### src/hw/rtl/lwsd_pkg.sv
// Shared types and constants for the local window stddev / CCV filter.
// No dependencies; the controller, datapath, top level and testbench import this package.
package lwsd_pkg;

  localparam int unsigned MAX_WIDTH   = 1024;
  localparam int unsigned MASK_SIDE   = 8;
  localparam int unsigned MAX_HEIGHT  = 4096;
  localparam int unsigned STORE_DEPTH = MASK_SIDE * MAX_WIDTH;
  localparam int unsigned AW          = $clog2(STORE_DEPTH);     // store address
  localparam int unsigned CW          = $clog2(MAX_WIDTH);       // column counter
  localparam int unsigned RW          = $clog2(MAX_HEIGHT);      // row counter
  localparam int unsigned LW          = CW + RW;                 // raster index
  localparam int unsigned MPW         = $clog2(MASK_SIDE * MASK_SIDE); // mask bit index
  localparam int unsigned MSW         = $clog2(MASK_SIDE);       // mask col/row counter

  localparam int unsigned CCV_SCALE  = 100;
  localparam int unsigned ROOT_STEPS = 14;
  localparam int unsigned DIV_STEPS  = 35;

  localparam logic OP_PUSH  = 1'b0;
  localparam logic OP_FLUSH = 1'b1;

  typedef enum logic [2:0] {
    REG_STAT_MODE    = 3'd0,
    REG_IMAGE_WIDTH  = 3'd1,
    REG_IMAGE_HEIGHT = 3'd2,
    REG_MASK_WIDTH   = 3'd3,
    REG_MASK_HEIGHT  = 3'd4,
    REG_MASK_BITS    = 3'd5
  } cfg_idx_e;

  typedef enum logic [3:0] {
    ST_IDLE,
    ST_CHECK,
    ST_INIT,
    ST_SCAN,
    ST_TAIL,
    ST_MUL,
    ST_DIFF,
    ST_ROOT,
    ST_DIVLD,
    ST_DIV,
    ST_OUT
  } state_e;

  typedef struct packed {
    logic push;
    logic init;
    logic scan;
    logic mul;
    logic diff;
    logic root;
    logic divld;
    logic div;
    logic load;
  } cmd_t;

  typedef struct packed {
    logic draining;
    logic emit_ok;
    logic scan_last;
    logic root_last;
    logic div_last;
    logic zero;
    logic mode;
    logic out_free;
  } sts_t;

endpackage

### src/hw/rtl/lwsd_ctrl.sv
// Controller state machine of the filter: sequences store write, window
// scan, arithmetic and result load. Depends on lwsd_pkg.
module lwsd_ctrl
  import lwsd_pkg::*;
(
  input  logic clk_i,
  input  logic rst_ni,
  input  logic in_valid_i,
  input  logic in_opcode_i,
  output logic in_ready_o,
  input  sts_t sts_i,
  output cmd_t cmd_o
);

  state_e state_q, state_d;

  always_ff @(posedge clk_i or negedge rst_ni) begin
    if (!rst_ni) begin
      state_q <= ST_IDLE;
    end else begin
      state_q <= state_d;
    end
  end

  always_comb begin
    state_d    = state_q;
    cmd_o      = '0;
    in_ready_o = 1'b0;
    unique case (state_q)
      ST_IDLE: begin
        in_ready_o = 1'b1;
        if (in_valid_i) begin
          if (in_opcode_i == OP_FLUSH) begin
            if (sts_i.draining) state_d = ST_INIT;
          end else if (!sts_i.draining) begin
            cmd_o.push = 1'b1;
            state_d    = ST_CHECK;
          end
        end
      end
      ST_CHECK: state_d = sts_i.emit_ok ? ST_INIT : ST_IDLE;
      ST_INIT: begin
        cmd_o.init = 1'b1;
        state_d    = ST_SCAN;
      end
      ST_SCAN: begin
        cmd_o.scan = 1'b1;
        if (sts_i.scan_last) state_d = ST_TAIL;
      end
      ST_TAIL: state_d = ST_MUL;
      ST_MUL: begin
        cmd_o.mul = 1'b1;
        state_d   = ST_DIFF;
      end
      ST_DIFF: begin
        cmd_o.diff = 1'b1;
        if (sts_i.zero)      state_d = ST_OUT;
        else if (sts_i.mode) state_d = ST_DIVLD;
        else                 state_d = ST_ROOT;
      end
      ST_ROOT: begin
        cmd_o.root = 1'b1;
        if (sts_i.root_last) state_d = ST_DIVLD;
      end
      ST_DIVLD: begin
        cmd_o.divld = 1'b1;
        state_d     = ST_DIV;
      end
      ST_DIV: begin
        cmd_o.div = 1'b1;
        if (sts_i.div_last) state_d = ST_OUT;
      end
      ST_OUT: begin
        if (sts_i.out_free) begin
          cmd_o.load = 1'b1;
          state_d    = ST_IDLE;
        end
      end
      default: state_d = ST_IDLE;
    endcase
  end

endmodule

### config.mk
export PLATFORM = sky130hd
export DESIGN_NAME = lwsd_ctrl
export DESIGN_NICKNAME = d
export VERILOG_FILES = /design/src/hw/rtl/lwsd_pkg.sv /design/src/hw/rtl/lwsd_ctrl.sv
export SDC_FILE = /design/constraint.sdc
export NUM_CORES = 1
export LEC_CHECK = 0
export ABC_AREA = 1
export BUFFER_PORTS_ARGS = -buffer_cell sky130_fd_sc_hd__buf_4
export CAP_MARGIN = 0
export CORE_AREA = 2 2 39 41
export DETAILED_ROUTE_END_ITERATION = 10
export DIE_AREA = 0 0 41 43
export MAX_ROUTING_LAYER = met4
export PLACE_DENSITY = 0.63
export SLEW_MARGIN = 20
export SYNTH_ARGS = -nofsm -noshare
export SYNTH_HDL_FRONTEND = slang
export SYNTH_SLANG_ARGS = --single-unit
### constraint.sdc
create_clock -name clk_i -period 2.05 [get_ports clk_i]
set_clock_uncertainty 0.05 [all_clocks]
set_input_delay 0.205 -clock clk_i [delete_from_list [all_inputs] [get_ports clk_i]]
set_output_delay 0.205 -clock clk_i [all_outputs]
set_load 0.01 [all_outputs]
# --- Yosys cells after proc, flatten, opt, wreduce, memory -nomap -nowiden ---
# Cells that the tools add are included.
classes:
  reduce_logical: 2
  multipliers: 0
  muxes: 26
  shift: 0
  eq_ne: 17
  add_sub_neg: 0
  div: 0
  magnitude_cmp: 0
  bitwise: 0
op_table:
  columns: ["cell", "count"]
  rows:
  - ["$pmux 4 s11", 1]
  - ["$mux 4", 10]
  - ["$eq 4x3->1 const B", 4]
  - ["$mux 1", 14]
  - ["$eq 4x4->1 const B", 3]
  - ["$ne 2x2->1 const B", 5]
  - ["$eq 4x2->1 const B", 2]
  - ["$reduce_and 7->1", 1]
  - ["$ne 3x3->1 const B", 2]
  - ["$eq 4x1->1 const B", 1]
  - ["$logic_not 4->1", 1]
  - ["$mux 2", 1]
word_totals:
  latch_bits: 0
  elab_cells: 46
  reg_bits: 4
  rom_bits: 0
  out_inout_bits: 10
  mem_bits_rw: 0
  in_bits: 12
  n_memories: 0

# --- Logic depth before layout (Yosys ltp) ---
depth:
  depth_word: 4
  ltp_mapped: 10
  depth_no_buf: 9

# --- Worst setup path after synthesis ---
# No wires, ideal clock.
synth_timing:
  path_type: "register to output"
  start: "reg state_q[1]"
  end: "out cmd_o[8] in the netlist's numbering"
  setup_slack_ns: 0.609
  stages_incl_launch_ff: 7
  required_ns: 1.795
  arrival_ns: 1.186
  n_path_buf: 1
  path_cell_list: "dfrtp_1 buf_6 nor2_2 inv_2 nor3_2 nand3_1 nor2_1"
synth_lines:
  columns: ["item", "line", "source"]
  rows:
  - ["start, declared", "lwsd_ctrl.sv:15", "state_e state_q, state_d;"]
  - ["start signal, assigned", "lwsd_ctrl.sv:21", "state_q <= state_d;"]
  - ["end, declared", "lwsd_ctrl.sv:12", "output cmd_t cmd_o"]

==> metrics.md <==
| Metric | Value |
|---|---|
| Mapped cell area | `~470 µm²` |
| Largest net degree at the start of global routing | `9` |
| Count of hold-fix buffers inserted at cts | `1` |
| Effective utilization at floorplan | `about a third` |
| Register with the most flip-flops | `state_q` |
| Die Wd | `just over 40 µm` |
| Worst endpoint required time | `~1.8 ns` |
| 1st-iter DRT viols | `11` |
| Number of input and output port buffers inserted | `21` |
| Path type of the worst setup path | `flip-flop to output port` |
| Switching share of power | `just under 50%` |
| I/O pin count | `22` |
| Yosys Warn Count | `0` |
| CTS tree | `done` |
| Biggest registers after layout | `state_q: 4 flops` |
| Arrival time reported for the critical path endpoint | `1.42 ns` |
| Cells along the critical path | `nor2_2 -> inv_2 -> nor3_2 -> nand3_1 -> nor2_1 -> buf_4` |
| Number of detailed-route iterations in the first pass | `4` |
| Total via count in the routed design | `around 550` |
| Flip-flop count of the largest register after layout | `4` |
| Slowest CP cell | `dfrtp_1` |
| Number of placement rows | `14` |
| Post-Syn Nets | `94` |
| Final Instance Count excl. Fillers | `122` |
| Overall Global Routing Usage | `about 17%` |
| Die area | `roughly 0.0018 mm²` |
| RSZ-0062 raised after global routing | `no` |
| CP Buf/Inv Count | `2` |
| Clk sinks | `4` |
| Post-synthesis area per instance | `around 5.8 µm²` |
| CTS HTree Levels | `1` |
| Antenna violations before repair | `0` |
| Average vias per placed instance | `roughly 4.5` |
| CTS max path bufs | `2` |
| Post-CTS setup repair buffer count | `0` |
| Residual DRC count | `0` |
| Instance count of the mapped netlist | `82` |
| # diodes | `0` |
| Relative contribution of the clock network to total power | `a little over an eighth` |
| Floorplan Core Area | `between 0.001 and 0.0015 mm²` |
| Proportion of synthesized chip area in sequential cells | `approximately a fifth` |
| Register bit total from synthesis | `4` |
| Remaining antenna violation count | `0` |
| Placed instance count | `between 100 and 150` |
| Gate family responsible for the most delay along the worst path | `simple AND/OR/NAND/NOR gates` |
| Number of max-capacitance violations reported | `0` |
| Headroom to the max-slew limit | `about 77%` |
| DIE HEIGHT | `between 40 and 50 µm` |
| Clock root buffer | `clkbuf_4` |
| Part of the power in registers | `between 20% and 30%` |
| Number of distinct library cell variants in the gate-level netlist after synthesis | `16` |
| PostCTS Resize Cnt | `0` |
| Comb pwr share | `around 64%` |
| Pleak | `roughly 0.4 nW` |
| Max-slew violation total from the final report | `0` |
| Final RePlAce weighted congestion | `0.874` |
| HPWL after detailed placement | `between 900 and 1000 µm` |
| Overflow after GRT | `0` |
| Layout Area Growth over Synthesis | `42.2%` |
| Worst vdd ir | `about 0.52 mV` |
| Internal power summed over all cells | `about 0.36 mW` |
| Clock latency at the later pin of the worst-skew pair | `between 0.2 and 0.25 ns` |
| Aggregate negative setup slack | `0 ns` |
| Highest achievable clock rate | `slightly below 600 MHz` |
| Total wire length after detailed routing | `1100 µm` |
| Final critical path time including I/O delays and setup | `1.68 ns` |
| Share of the clock period used by the worst path after layout | `about four fifths` |
| Min-delay worst type | `input pin to flip-flop` |
| Critical path endpoint category | `output port` |
| CTS buffer count | `3` |
| Maximum fanout along the worst path | `8` |
| PD cells | `between 1000 and 1500 mW/mm²` |
| Slew at the pin closest to its max-slew limit | `around 0.35 ns` |
| Final Setup Violations | `0` |
| Switch Pwr | `0.349 mW` |
| Global-route wire length before repair | `roughly 1900 µm` |
| Nets | `120` |
| Number of global-route vias before repair | `~500` |
| Max incr delay on CP | `0.46 ns` |
| Endpoints failing hold | `0` |
| Post-detailed-route wirelength per cell | `roughly 9.0 µm` |
| Result of the run | `finished clean` |
| Clock input transition at the sequential cells of the worst setup and hold paths | `~0.040 ns` |
| Startpoint class of the critical path | `flip-flop` |
| Share of cells above drive strength 1 | `roughly 36%` |
## layout make-up
| type | count | area (µm²) |
|---|---|---|
| sequential | 4 | 100 |
| clock buffer | 3 | 22.5 |
| timing repair buffer | 22 | 168 |
| multi-input combinational | 62 | 304 |
| inverter | 15 | 56.3 |
| tap | 16 | 20.0 |
| fill | 149 | 713 |
## layout by cell type, fill, tap and decap left out, drive strengths merged
cell type    netlist  final
inv               15     15
dfrtp              4      4
dlygate4sd3        0      1
nor3               2      2
nand3b             2      2
nor2              16     16
o211ai             2      2
o21ai              3      3
clkbuf             0      3
nand2             30     30
nand3              7      7
buf                1     21
## metal layers
layer | share of wire [%] | GRT usage, % | wire (µm) | vias to the layer above
li1 | - | - | - | 297
met1 | 47 | 20.6 | 521 | 230
met2 | 47 | 24.4 | 516 | 19
met3 | 5.6 | 4.71 | 62 | 0
met4 | 0 | 8.00 | 0 | 0
met5 | 0 | - | 0 | -
## per-stage QoR
stage	power [mW]	area [µm²]	utilization [%]	hold WS, ns	setup WS (ns)
floorplan	0.494	472	-	-0.141	0.609
global placement	0.615	638	46.1	-0.0469	0.645
detailed placement	0.612	638	46.1	-0.0474	0.628
CTS	0.714	671	48.5	0.193	0.373
global route	0.794	671	48.5	0.213	0.213
finish	0.710	671	48.5	0.195	0.373
## cell families (layout without fill, tap and decap cells)
| group | after synthesis | after routing | synth area share (%) |
|---|---|---|---|
| and+or+nand+nor | 57 | 57 | 57.3 |
| AOI/OAI and AO/OA | 5 | 5 | 7.16 |
| DFF | 4 | 4 | 21.2 |
| buffers and inverters | 16 | 40 | 14.3 |
## Yosys cell counts
library cell | instances | share of area [%]
nand2_1 | 26 | 21
inv_1 | 12 | 9.5
nor2_1 | 11 | 8.8
nand3_1 | 7 | 7.4
dfrtp_1 | 4 | 21
nand2_2 | 4 | 5.3
inv_2 | 3 | 2.4
nor2_2 | 3 | 4.0
nand3b_1 | 2 | 3.2
nor2_4 | 2 | 4.8
o211ai_1 | 2 | 3.2
o21ai_0 | 2 | 2.1
buf_6 | 1 | 2.4
nor3_1 | 1 | 1.1
nor3_2 | 1 | 2.1
o21ai_2 | 1 | 1.9
## path summary, 6_finish.rpt
check                           slack, ns          to  cells after the start       start
worst max-delay path                 0.37    cmd_o[8]                      6  state_q[1]
worst min-delay path                 0.19  state_q[2]                      4    sts_i[4]
worst max register to register       0.68  state_q[3]                      6  state_q[3]
worst min register to register       0.54  state_q[0]                      2  state_q[0]
max in group asynchronous            1.59  state_q[1]                      2      rst_ni
min in group asynchronous            0.26  state_q[2]                      2      rst_ni
## power by group through the flow
| stage | sequential (mW) | clock (mW) | combinational (mW) |
|---|---|---|---|
| after CTS | 0.162 | 0.0987 | 0.453 |
| after detailed placement | 0.162 | 0 | 0.450 |
| after global placement | 0.161 | 0 | 0.454 |
| after global routing | 0.170 | 0.108 | 0.516 |
| final | 0.162 | 0.0958 | 0.452 |
| after floorplan | 0.137 | 0 | 0.357 |
## worst min-delay path, stage by stage
cell     delay, ns
buf_4         0.07
inv_1         0.03
nand2_1       0.07
nand2_1       0.05
No activity file was read; power rests on OpenSTA's default activity.
